==> config.mk <==
export PLATFORM = sky130hd
export DESIGN_NAME = lus_back
export DESIGN_NICKNAME = d
export VERILOG_FILES = /design/src/rtl/core/assert_macros.svh /design/src/rtl/core/lus_pkg.sv /design/src/rtl/core/lus_div.sv /design/src/rtl/core/lus_back.sv
export SDC_FILE = /design/constraint.sdc
export NUM_CORES = 2
export LEC_CHECK = 0
export ABC_CLOCK_PERIOD_IN_PS = 22100
export BUFFER_PORTS_ARGS = -buffer_cell sky130_fd_sc_hd__buf_2
export CAP_MARGIN = 20
export CORE_UTILIZATION = 35
export DETAILED_ROUTE_END_ITERATION = 16
export PLACE_DENSITY_LB_ADDON = 0.1
export SYNTH_ARGS = -nofsm -noshare
export SYNTH_HDL_FRONTEND = slang
export SYNTH_SLANG_ARGS = --single-unit
==> constraint.sdc <==
create_clock -name clock -period 22.1 [get_ports clock]
set_input_delay 1.105 -clock clock [delete_from_list [all_inputs] [get_ports clock]]
set_output_delay 1.105 -clock clock [all_outputs]
set_load 0.01 [all_outputs]
==> src/rtl/core/assert_macros.svh <==
// ----------------------------------------------------------------------------
// assert_macros.svh
// Shared concurrent assertion macros for the solver core.
// ----------------------------------------------------------------------------
`ifndef ASSERT_MACROS_SVH
`define ASSERT_MACROS_SVH

// Check a property on every clock edge outside reset
`define LUS_ASSERT_ALWAYS(lbl, prop, msg) \
   lbl: assert property (@(posedge clock) disable iff (reset) (prop)) else $error(msg);

// Check that a condition implies another one on the same edge
`define LUS_ASSERT_IMPL(lbl, ante, cons, msg) \
   lbl: assert property (@(posedge clock) disable iff (reset) (ante) |-> (cons)) \
      else $error(msg);

`endif

==> src/rtl/core/lus_pkg.sv <==
// ----------------------------------------------------------------------------
// lus_pkg
// Shared types, constants and fixed-point helpers of the 3x3 LU solver.
// ----------------------------------------------------------------------------
`timescale 1ns / 1ps

package lus_pkg;

   localparam int DATA_W              = 32;
   localparam int FRAC_BITS_DEFAULT   = 16;
   localparam int QUEUE_DEPTH_DEFAULT = 2;

   // One accepted system plus the early zero-pivot class
   typedef struct packed {
      logic signed [DATA_W-1:0] m11;
      logic signed [DATA_W-1:0] m12;
      logic signed [DATA_W-1:0] m13;
      logic signed [DATA_W-1:0] m21;
      logic signed [DATA_W-1:0] m22;
      logic signed [DATA_W-1:0] m23;
      logic signed [DATA_W-1:0] m31;
      logic signed [DATA_W-1:0] m32;
      logic signed [DATA_W-1:0] m33;
      logic signed [DATA_W-1:0] rhs1;
      logic signed [DATA_W-1:0] rhs2;
      logic signed [DATA_W-1:0] rhs3;
      logic                     zero_pivot;
   } item_type;

   // Queue head as seen by the back end
   typedef struct packed {
      logic     valid;
      item_type item;
   } head_type;

   // Clamp a wide signed value to the 32-bit range
   function automatic logic signed [DATA_W-1:0] sat32(input logic signed [63:0] v);
      logic signed [63:0] hi;
      logic signed [63:0] lo;
      hi = 64'sh0000_0000_7FFF_FFFF;
      lo = -64'sh0000_0000_8000_0000;
      if (v > hi) begin
         return 32'sh7FFF_FFFF;
      end else if (v < lo) begin
         return 32'sh8000_0000;
      end
      return v[DATA_W-1:0];
   endfunction

endpackage

==> src/rtl/core/lus_div.sv <==
// ----------------------------------------------------------------------------
// lus_div
// Restoring divider: sat((n << FRAC_BITS) / d), one quotient bit per cycle.
// ----------------------------------------------------------------------------
`timescale 1ns / 1ps

module lus_div #(
   parameter int FRAC_BITS = lus_pkg::FRAC_BITS_DEFAULT
) (
   input  logic               clock,
   input  logic               reset,
   input  logic               start,
   input  logic signed [31:0] numer,
   input  logic signed [31:0] denom,
   output logic               done,
   output logic signed [31:0] quot
);

   localparam int QW    = 32 + FRAC_BITS;
   localparam int CNT_W = $clog2(QW + 1);

   logic [QW-1:0]    num_ff;
   logic [31:0]      rem_ff;
   logic [31:0]      dmag_ff;
   logic             neg_ff;
   logic [CNT_W-1:0] cnt_ff;
   logic             done_ff;
   logic [32:0]      trial;
   logic             qbit;
   logic [31:0]      nmag;
   logic [31:0]      dmag;

   // Magnitudes of the operands
   assign nmag = numer[31] ? (~numer + 32'd1) : numer;
   assign dmag = denom[31] ? (~denom + 32'd1) : denom;

   // One restoring step
   assign trial = {rem_ff, num_ff[QW-1]};
   assign qbit  = (trial >= {1'b0, dmag_ff});

   always_ff @(posedge clock) begin
      if (reset) begin
         cnt_ff  <= '0;
         done_ff <= 1'b0;
      end else begin
         done_ff <= 1'b0;
         if (start) begin
            cnt_ff <= CNT_W'(QW);
         end else if (cnt_ff != '0) begin
            cnt_ff <= cnt_ff - CNT_W'(1);
            if (cnt_ff == CNT_W'(1)) begin
               done_ff <= 1'b1;
            end
         end
      end
   end

   always_ff @(posedge clock) begin
      if (start) begin
         num_ff  <= {nmag, FRAC_BITS'(0)};
         rem_ff  <= '0;
         dmag_ff <= dmag;
         neg_ff  <= numer[31] ^ denom[31];
      end else if (cnt_ff != '0) begin
         num_ff <= {num_ff[QW-2:0], qbit};
         rem_ff <= qbit ? 32'(trial - {1'b0, dmag_ff}) : trial[31:0];
      end
   end

   // Apply sign and clamp to the 32-bit range
   always_comb begin
      if (neg_ff) begin
         if (num_ff > QW'(33'h0_8000_0000)) begin
            quot = 32'sh8000_0000;
         end else begin
            quot = -$signed(num_ff[31:0]);
         end
      end else begin
         if (num_ff > QW'(33'h0_7FFF_FFFF)) begin
            quot = 32'sh7FFF_FFFF;
         end else begin
            quot = $signed(num_ff[31:0]);
         end
      end
   end

   assign done = done_ff;

endmodule

==> src/rtl/core/lus_back.sv <==
// ----------------------------------------------------------------------------
// lus_back
// Sequencer: LU factoring and substitution on a shared multiplier and divider.
// ----------------------------------------------------------------------------
`timescale 1ns / 1ps

module lus_back #(
   parameter int FRAC_BITS = lus_pkg::FRAC_BITS_DEFAULT
) (
   input  logic               clock,
   input  logic               reset,
   input  lus_pkg::head_type  head,
   output logic               pop,
   output logic               rsp_valid,
   input  logic               rsp_stall,
   output logic signed [31:0] rsp_sol1,
   output logic signed [31:0] rsp_sol2,
   output logic signed [31:0] rsp_sol3,
   output logic signed [31:0] rsp_low21,
   output logic signed [31:0] rsp_low31,
   output logic signed [31:0] rsp_low32,
   output logic signed [31:0] rsp_up22,
   output logic signed [31:0] rsp_up23,
   output logic signed [31:0] rsp_up33,
   output logic               rsp_singular
);

   // Step codes, run in this order
   localparam logic [3:0] OP_L21 = 4'd0;
   localparam logic [3:0] OP_L31 = 4'd1;
   localparam logic [3:0] OP_U22 = 4'd2;
   localparam logic [3:0] OP_U23 = 4'd3;
   localparam logic [3:0] OP_L32 = 4'd4;
   localparam logic [3:0] OP_U33 = 4'd5;
   localparam logic [3:0] OP_R2  = 4'd6;
   localparam logic [3:0] OP_R3  = 4'd7;
   localparam logic [3:0] OP_X3  = 4'd8;
   localparam logic [3:0] OP_X2  = 4'd9;
   localparam logic [3:0] OP_X1  = 4'd10;

   typedef enum logic [6:0] {
      S_IDLE = 7'b0000001,
      S_LOAD = 7'b0000010,
      S_MUL  = 7'b0000100,
      S_SUB  = 7'b0001000,
      S_SAT  = 7'b0010000,
      S_DIVW = 7'b0100000,
      S_OUT  = 7'b1000000
   } state_type;

   state_type          state_ff;
   state_type          state_in;
   logic [3:0]         op_ff;
   logic               term_ff;
   logic               sing_ff;
   logic signed [63:0] acc_ff;
   logic signed [63:0] prod_ff;
   logic signed [31:0] l21_ff, l31_ff, l32_ff, u22_ff, u23_ff, u33_ff;
   logic signed [31:0] r2_ff, r3_ff, x1_ff, x2_ff, x3_ff;
   logic               rsp_valid_ff;

   logic signed [31:0] base_s, ma0, mb0, ma1, mb1, dvs;
   logic [1:0]         nterm;
   logic               use_div;
   logic signed [31:0] mul_a, mul_b;
   logic signed [63:0] prod_in;
   logic signed [31:0] acc_sat;
   logic signed [31:0] store_val;
   logic               do_store;
   logic               zero_hit;
   logic               out_free;
   logic               div_start;
   logic               div_done;
   logic signed [31:0] div_q;
   lus_pkg::item_type  it;

   assign it = head.item;

   // Step table: base value, product terms and divisor of each step
   always_comb begin
      base_s  = '0;
      ma0     = '0;
      mb0     = '0;
      ma1     = '0;
      mb1     = '0;
      dvs     = it.m11;
      nterm   = 2'd0;
      use_div = 1'b0;
      unique case (op_ff)
         OP_L21: begin base_s = it.m21; use_div = 1'b1; end
         OP_L31: begin base_s = it.m31; use_div = 1'b1; end
         OP_U22: begin base_s = it.m22; nterm = 2'd1; ma0 = l21_ff; mb0 = it.m12; end
         OP_U23: begin base_s = it.m23; nterm = 2'd1; ma0 = l21_ff; mb0 = it.m13; end
         OP_L32: begin
            base_s = it.m32; nterm = 2'd1; ma0 = l31_ff; mb0 = it.m12;
            use_div = 1'b1; dvs = u22_ff;
         end
         OP_U33: begin
            base_s = it.m33; nterm = 2'd2; ma0 = l31_ff; mb0 = it.m13;
            ma1 = l32_ff; mb1 = u23_ff;
         end
         OP_R2:  begin base_s = it.rhs2; nterm = 2'd1; ma0 = l21_ff; mb0 = it.rhs1; end
         OP_R3:  begin
            base_s = it.rhs3; nterm = 2'd2; ma0 = l31_ff; mb0 = it.rhs1;
            ma1 = l32_ff; mb1 = r2_ff;
         end
         OP_X3:  begin base_s = r3_ff; use_div = 1'b1; dvs = u33_ff; end
         OP_X2:  begin
            base_s = r2_ff; nterm = 2'd1; ma0 = u23_ff; mb0 = x3_ff;
            use_div = 1'b1; dvs = u22_ff;
         end
         OP_X1:  begin
            base_s = it.rhs1; nterm = 2'd2; ma0 = it.m12; mb0 = x2_ff;
            ma1 = it.m13; mb1 = x3_ff; use_div = 1'b1;
         end
         default: begin base_s = '0; end
      endcase
   end

   // Shared multiplier, registered before the subtract
   assign mul_a   = term_ff ? ma1 : ma0;
   assign mul_b   = term_ff ? mb1 : mb0;
   assign prod_in = mul_a * mul_b;
   assign acc_sat = lus_pkg::sat32(acc_ff);

   // Shared divider
   assign div_start = (state_ff == S_SAT) && use_div;

   lus_div #(
      .FRAC_BITS (FRAC_BITS)
   ) u_div (
      .clock (clock),
      .reset (reset),
      .start (div_start),
      .numer (acc_sat),
      .denom (dvs),
      .done  (div_done),
      .quot  (div_q)
   );

   // Result of the current step
   assign do_store  = ((state_ff == S_SAT) && !use_div) || ((state_ff == S_DIVW) && div_done);
   assign store_val = (state_ff == S_DIVW) ? div_q : acc_sat;
   assign zero_hit  = do_store && (store_val == 32'sd0) && ((op_ff == OP_U22) || (op_ff == OP_U33));
   assign out_free  = !rsp_valid_ff || !rsp_stall;
   assign pop       = (state_ff == S_OUT) && out_free;

   // Sequence the steps
   always_comb begin
      state_in = state_ff;
      unique case (state_ff)
         S_IDLE: begin
            if (head.valid) begin
               state_in = head.item.zero_pivot ? S_OUT : S_LOAD;
            end
         end
         S_LOAD: state_in = (nterm == 2'd0) ? S_SAT : S_MUL;
         S_MUL:  state_in = S_SUB;
         S_SUB: begin
            if ({1'b0, term_ff} == nterm - 2'd1) begin
               state_in = S_SAT;
            end else begin
               state_in = S_MUL;
            end
         end
         S_SAT: begin
            if (use_div) begin
               state_in = S_DIVW;
            end else if (zero_hit || (op_ff == OP_X1)) begin
               state_in = S_OUT;
            end else begin
               state_in = S_LOAD;
            end
         end
         S_DIVW: begin
            if (div_done) begin
               state_in = (op_ff == OP_X1) ? S_OUT : S_LOAD;
            end
         end
         S_OUT: begin
            if (out_free) begin
               state_in = S_IDLE;
            end
         end
         default: state_in = S_IDLE;
      endcase
   end

   always_ff @(posedge clock) begin
      if (reset) begin
         state_ff <= S_IDLE;
      end else begin
         state_ff <= state_in;
      end
   end

   // Datapath registers
   always_ff @(posedge clock) begin
      if (state_ff == S_IDLE) begin
         op_ff   <= OP_L21;
         sing_ff <= head.item.zero_pivot;
      end
      if (state_ff == S_LOAD) begin
         acc_ff  <= 64'(base_s);
         term_ff <= 1'b0;
      end
      if (state_ff == S_MUL) begin
         prod_ff <= prod_in;
      end
      if (state_ff == S_SUB) begin
         acc_ff  <= acc_ff - (prod_ff >>> FRAC_BITS);
         term_ff <= 1'b1;
      end
      if (do_store) begin
         op_ff <= op_ff + 4'd1;
         if (zero_hit) begin
            sing_ff <= 1'b1;
         end
         case (op_ff)
            OP_L21: l21_ff <= store_val;
            OP_L31: l31_ff <= store_val;
            OP_U22: u22_ff <= store_val;
            OP_U23: u23_ff <= store_val;
            OP_L32: l32_ff <= store_val;
            OP_U33: u33_ff <= store_val;
            OP_R2:  r2_ff  <= store_val;
            OP_R3:  r3_ff  <= store_val;
            OP_X3:  x3_ff  <= store_val;
            OP_X2:  x2_ff  <= store_val;
            OP_X1:  x1_ff  <= store_val;
            default: ;
         endcase
      end
   end

   // Output register: hold while stalled, zero the fields on a singular system
   always_ff @(posedge clock) begin
      if (reset) begin
         rsp_valid_ff <= 1'b0;
      end else if (pop) begin
         rsp_valid_ff <= 1'b1;
      end else if (!rsp_stall) begin
         rsp_valid_ff <= 1'b0;
      end
   end

   always_ff @(posedge clock) begin
      if (pop) begin
         rsp_singular <= sing_ff;
         rsp_sol1     <= sing_ff ? '0 : x1_ff;
         rsp_sol2     <= sing_ff ? '0 : x2_ff;
         rsp_sol3     <= sing_ff ? '0 : x3_ff;
         rsp_low21    <= sing_ff ? '0 : l21_ff;
         rsp_low31    <= sing_ff ? '0 : l31_ff;
         rsp_low32    <= sing_ff ? '0 : l32_ff;
         rsp_up22     <= sing_ff ? '0 : u22_ff;
         rsp_up23     <= sing_ff ? '0 : u23_ff;
         rsp_up33     <= sing_ff ? '0 : u33_ff;
      end
   end

   assign rsp_valid = rsp_valid_ff;

endmodule

# --- After elaboration in Yosys (flattened, before gate mapping) ---
# Index checks and enable logic that the tools add are counted.
word_totals:
  regBits: 903
  in_bits: 389
op_classes:
  muxes: 46
  n_lt_le_gt_ge: 5
  n_bitwise: 4
  addsub: 8
  n_reduce_logical: 44
  n_mul: 1
  eq_ne: 23
op_table:
  columns: ["op", "count"]
  rows:
  - ["two-way mux 32 bit", 11]
  - ["case mux 32 bit (11 select lines)", 1]
  - ["case mux 32 bit (5 select lines)", 1]
  - ["two-way mux 64 bit", 2]
  - ["case mux 32 bit (2 select lines)", 2]
  - ["case mux 32 bit (4 select lines)", 1]
  - ["two-way mux 48 bit", 2]
  - ["case mux 32 bit (3 select lines)", 1]
  - ["adder 32 x 1 -> 32 bit (second input constant)", 2]
  - ["greater-than comparator 64 x 32 -> 1 bit (second input constant)", 1]
  - ["< comparator 64 x 32 -> 1 bit (second input constant)", 1]
  - ["multiplier 32 x 32 -> 64 bit", 1]
  - ["inverter 32 bit", 2]
  - ["subtractor 64 x 48 -> 64 bit", 1]
  - ["two-way mux 7 bit", 7]
  - ["case mux 7 bit (7 select lines)", 1]
  - ["greater-than comparator 48 x 31 -> 1 bit (second input constant)", 1]
  - ["greater-than comparator 48 x 32 -> 1 bit (second input constant)", 1]
  - [">= comparator 33 x 32 -> 1 bit", 1]
  - ["logical NOT 32 bit", 1]
  - ["negator 32 bit", 1]
  - ["subtractor 32 bit", 1]
  - ["two-way mux 31 bit", 1]
  - ["AND reduction 2 bit", 11]
  - ["other kinds (37)", 76]

# --- Longest topological paths before layout ---
depth:
  depth_word: 12
  ltp_mapped: 42

# --- By module ---
# A second synthesis with hierarchy kept.
unflattened:
  cells_unflattened: 8070
  area_unflattened_um2: 80805.0
modules_own_cells:
  columns: ["module", "seq_area_each_um2", "area_each_um2", "n_inst", "cells_per_inst"]
  rows:
  - ["lus_back", 22932.0, 71817.6, 1, 6927]
  - ["lus_div", 3052.9, 8987.4, 1, 1143]

# --- Worst setup path after synthesis ---
# Ideal clock, no wire load.
synth_timing:
  path_type: "input port to output port"
  from: "in rsp_stall"
  to: "out pop"
  setup_slack_ns: 5.891
  arrival_time_ns: 15.104
  stages: 1
  required_ns: 20.995
  cell_sequence: "a21oi_1"
synth_via:
  elab_chain_len: 3
synth_rtl:
  columns: ["item", "line", "text"]
  rows:
  - ["from (decl)", "lus_back.sv:15", "input logic rsp_stall,"]
  - ["logical NOT 1 bit", null, null]
  - ["logical OR 1 bit", "lus_back.sv:145", "assign out_free = !rsp_valid_ff || !rsp_stall;"]
  - ["logical AND 1 bit", "lus_back.sv:146", "assign pop = (state_ff == S_OUT) && out_free;"]
  - ["to (decl)", "lus_back.sv:13", "output logic pop,"]
# No other way between the ends.

# --- Final worst setup path ---
layout_timing:
  from: "reg op_ff[1]"
  to: "reg prod_ff[62] (data pin)"
layout_via:
  elab_chain_len: 5
  elab_cells_between_ends: 21
layout_rtl:
  columns: ["item", "line", "text"]
  rows:
  - ["from (decl)", "lus_back.sv:53", "logic [3:0] op_ff;"]
  - ["from (signal assigned)", "lus_back.sv:215", "op_ff <= op_ff + 4'd1;"]
  - ["== test 4 x 3 -> 1 bit or == test 4 x 2 -> 1 bit (tied branches)", "lus_back.sv:89", "unique case (op_ff)"]
  - ["OR reduction 3 bit (no line) or OR reduction 2 bit (tied branches)", null, null]
  - ["case mux 32 bit (4 select lines), or another cell as far along", "lus_back.sv:89", null]
  - ["two-way mux 32 bit (on tied branches)", "lus_back.sv:121, lus_back.sv:122", null]
  - ["multiplier 32 x 32 -> 64 bit *", "lus_back.sv:123", "assign prod_in = mul_a * mul_b;"]
  - ["via prod_in[62]", "lus_back.sv:66", "logic signed [63:0] prod_in;"]
  - ["to (signal assigned)", "lus_back.sv:208", "prod_ff <= prod_in;"]
  - ["to (decl)", "lus_back.sv:57", "logic signed [63:0] prod_ff;"]
# The timed path passes the listed nets; every way through them passes the cells marked *.
# A chain may end at the register's enable or synchronous reset.

==> flow_summary.toml <==
[floorplan]
die_h_um = 481.2
num_rows = 175
coreArea_um2 = 227700
start_util_pct = 35.29
die_area_um2 = 231500
dieWidth_um = 481.2
boundaryPins = 680

[setup_path]
cp_slowest_cell = "buf_4"
critPathCaptureType = "flop"
crit_arrival_ns = 12.59
timing.rr.start = "op_ff[1]"
start_kind = "flop"
cp_common_cell = "fa_1"
required_ns = 22.66
slowest_delay_ns = 0.73
worstSetupStartpoint = "op_ff[1]"
r2r_end = "prod_ff[62]"
cp_max_fo = 50
rrSetupSlack_ns = 10.08
critical_path.endpoint = "prod_ff[62]"
worstSetupPathType = "flop to flop"
ff2ff_path_depth = 34

[cts]
numCtsBuffers = 106
htreeDepth = 3
post_cts_resized = 0
clk_pin_slew_ns = 0.06
cts_buffer_depth = 3
cts_root_buffer = "clkbuf_16"
hold_buffers = 0
numClockSinks = 887
post_cts_buffers = 0
clkLatencyLatePin_ns = 0.83
cts_tree = "built"

[global_route]
grt_usage_pct = 33.39
grt_start_max_net_pins = 155
grt_antenna_before_repair = 96
grt_pass1_vias = 66210
grt_overflow = 0
grt_first_pass_wirelength_um = 535000

[synth]
ys_seq_area_share_pct = 32.34
ys_ff_latch = 887
yosysUniqueCellTypes = 103
yosys_warnings = 0
async_reset_ff_share_pct = 0
synth_area_um2 = 80350
synth_area_per_cell_um2 = 10.18
syn_nets = 9649
synth_edf_count = 822
synth_ff_type = "edfxtp_1"
synthCells = 7891

[pwr]
irDropWorstVdd_uv = 157.7
p_leak_nw = 38.68
power.density_nw_per_um2 = 165.7

[routing]
drtPass1Iterations = 10
via_per_inst = 5.765
drt_wl_total_um = 389900
drtIter0Drc = 8354
wl_per_cell_um = 33.66
drcViolationCount = 0
antenna_left = 0
vias = 66790

[placement]
post-place-ws_ns = 10.28
portBuffers = 679
dp_hpwl_um = 306400
gp_congestion = 1.001

[layout]
top_register = "acc_ff"
regArea_um2 = 25990
largest_reg_flops = 64
final_layout_size_suffix_gt1_share_pct = 14.59
fill_cells = 22570
reg_top3 = "acc_ff: 64 flops, prod_ff: 48 flops, u_div.num_ff: 48 flops"
multi_input_area_um2 = 48960
fin_nets = 10180
area_growth_pct = 14.27

[timing]
slew_headroom_pct = 10.02
fmax_mhz = 83.16
fin_setup_tns_ns = 0
worst_hold_slack_ns = 0.4866
worst_pin_slew_ns = 1.350
layout_setup_ws_ns = 10.08
skew_ns = 0.1027
setup_violations = 0
maxSlewViolCount = 0
rsz0062_at_grt = "false"
min_period_ns = 12.02
hold_viol_final = 0
finalCritPeriodShare_pct = 54.41

[worst_hold_path]
hold_path_class = "flop to flop"
min_path_cells = 2

[run]
cap_viol_max_count = 0

[outcome]
status = "finished, final reports clean"
## synth_stat cells (all sizes together), types with 65 or more instances
cell	number	share of area, %
a21oi	283	1.8
nand3	117	0.73
o21ai	218	1.4
nor3	74	0.49
nor2	683	3.2
clkbuf	400	1.9
o22ai	69	0.54
xor2	68	0.74
edfxtp	822	31
inv	1132	5.3
a22oi	109	1.0
a221oi	104	1.2
xnor2	110	1.2
fa	1083	27
a22o	80	0.87
nor2b	329	2.6
a21o	104	0.97
nand2	845	4.0
a31oi	74	0.58
ha	286	4.5
dfxtp	65	1.6
## cell families (layout without fill, tap and decap cells)
logic type                 after synthesis  after routing  share of synthesized area (%)
xor gates and xnor gates               178            178                          1.940
and+or+nand+nor                       2404           2404                          13.94
AOI/OAI and AO/OA                     1437           1437                          12.57
adders and majority gates             1369           1369                          31.43
muxes                                   18             18                         0.2258
DFF                                    887            887                          32.34
other                                    0             68                              0
buffers and inverters                 1598           2215                          7.544
## critical path, delay by kind of cell, from the launching register on
kind	cells	cell delay [ns]
AOI/OAI and AO/OA	11	2.98
adders and majority gates	10	4.85
buffers and inverters	9	2.10
DFF	1	0.46
and+or+nand+nor	4	1.24
## stage by stage
step / power (mW) / instances / util, % / instance area (um^2)
floorplan: 8.738 / 7891 / - / 80350
global placement: 13.08 / 11310 / 38.60 / 87890
detailed placement: 13.16 / 11320 / 38.64 / 87990
CTS: 15.07 / 11520 / 40.24 / 91630
global route: 16.10 / 11570 / 40.30 / 91770
finish: 15.21 / 11590 / 40.32 / 91820
## layer usage
metal	routed length, um	global-route usage (%)	share of wire [%]	vias up
li1	-	-	-	27640
met4	23690	18.18	6.1	22
met5	144	0	0.037	-
met3	39240	7.920	10	669
met1	153000	43.47	39	34750
met2	173800	51.19	45	3714
## layout make-up
| type | instances | share of cell area, % |
|---|---|---|
| Multi-Input combinational cell | 5406 | 53.32 |
| Sequential cell | 887 | 28.31 |
| Timing Repair Buffer | 886 | 5.479 |
| Inverter | 1134 | 4.636 |
| Tap cell | 3009 | 4.100 |
| Clock buffer | 127 | 2.996 |
| Clock inverter | 68 | 0.9743 |
| Antenna cell | 68 | 0.1853 |
## cell usage in the layout, fill, tap and decap left out, types with 68 or more instances in the layout
master,count
buf_2,680
a22o_1,80
nor2b_1,329
o21ai_0,205
nand2_1,842
a22oi_1,109
edfxtp_1,822
xor2_1,68
a221oi_1,103
nor2_1,669
a21o_1,103
clkbuf_16,106
ha_1,286
diode_2,68
a21oi_1,272
fa_1,1083
xnor2_1,110
buf_4,200
nand3_1,115
inv_1,1130
nor3_1,68
## power by group
group | internal (mW) | switching [mW] | leakage (nW) | total (mW)
clock | 1.07 | 0.794 | 1.74 | 1.87
combinational | 3.57 | 7.34 | 28.9 | 10.9
sequential | 2.25 | 0.180 | 8.03 | 2.43
## how the worst min path moves through the flow
stage / start / end / slack (ns)
after floorplan: sing_ff / rsp_singular / 0.41
after global placement: u_div.rem_ff[21] / u_div.rem_ff[21] / 0.47
after detailed placement: u_div.rem_ff[21] / u_div.rem_ff[21] / 0.48
after CTS: u_div.rem_ff[15] / u_div.rem_ff[16] / 0.47
after global routing: u_div.rem_ff[29] / u_div.rem_ff[29] / 0.53
final: u_div.rem_ff[21] / u_div.rem_ff[21] / 0.49
No activity file was read; power rests on OpenSTA's default activity.
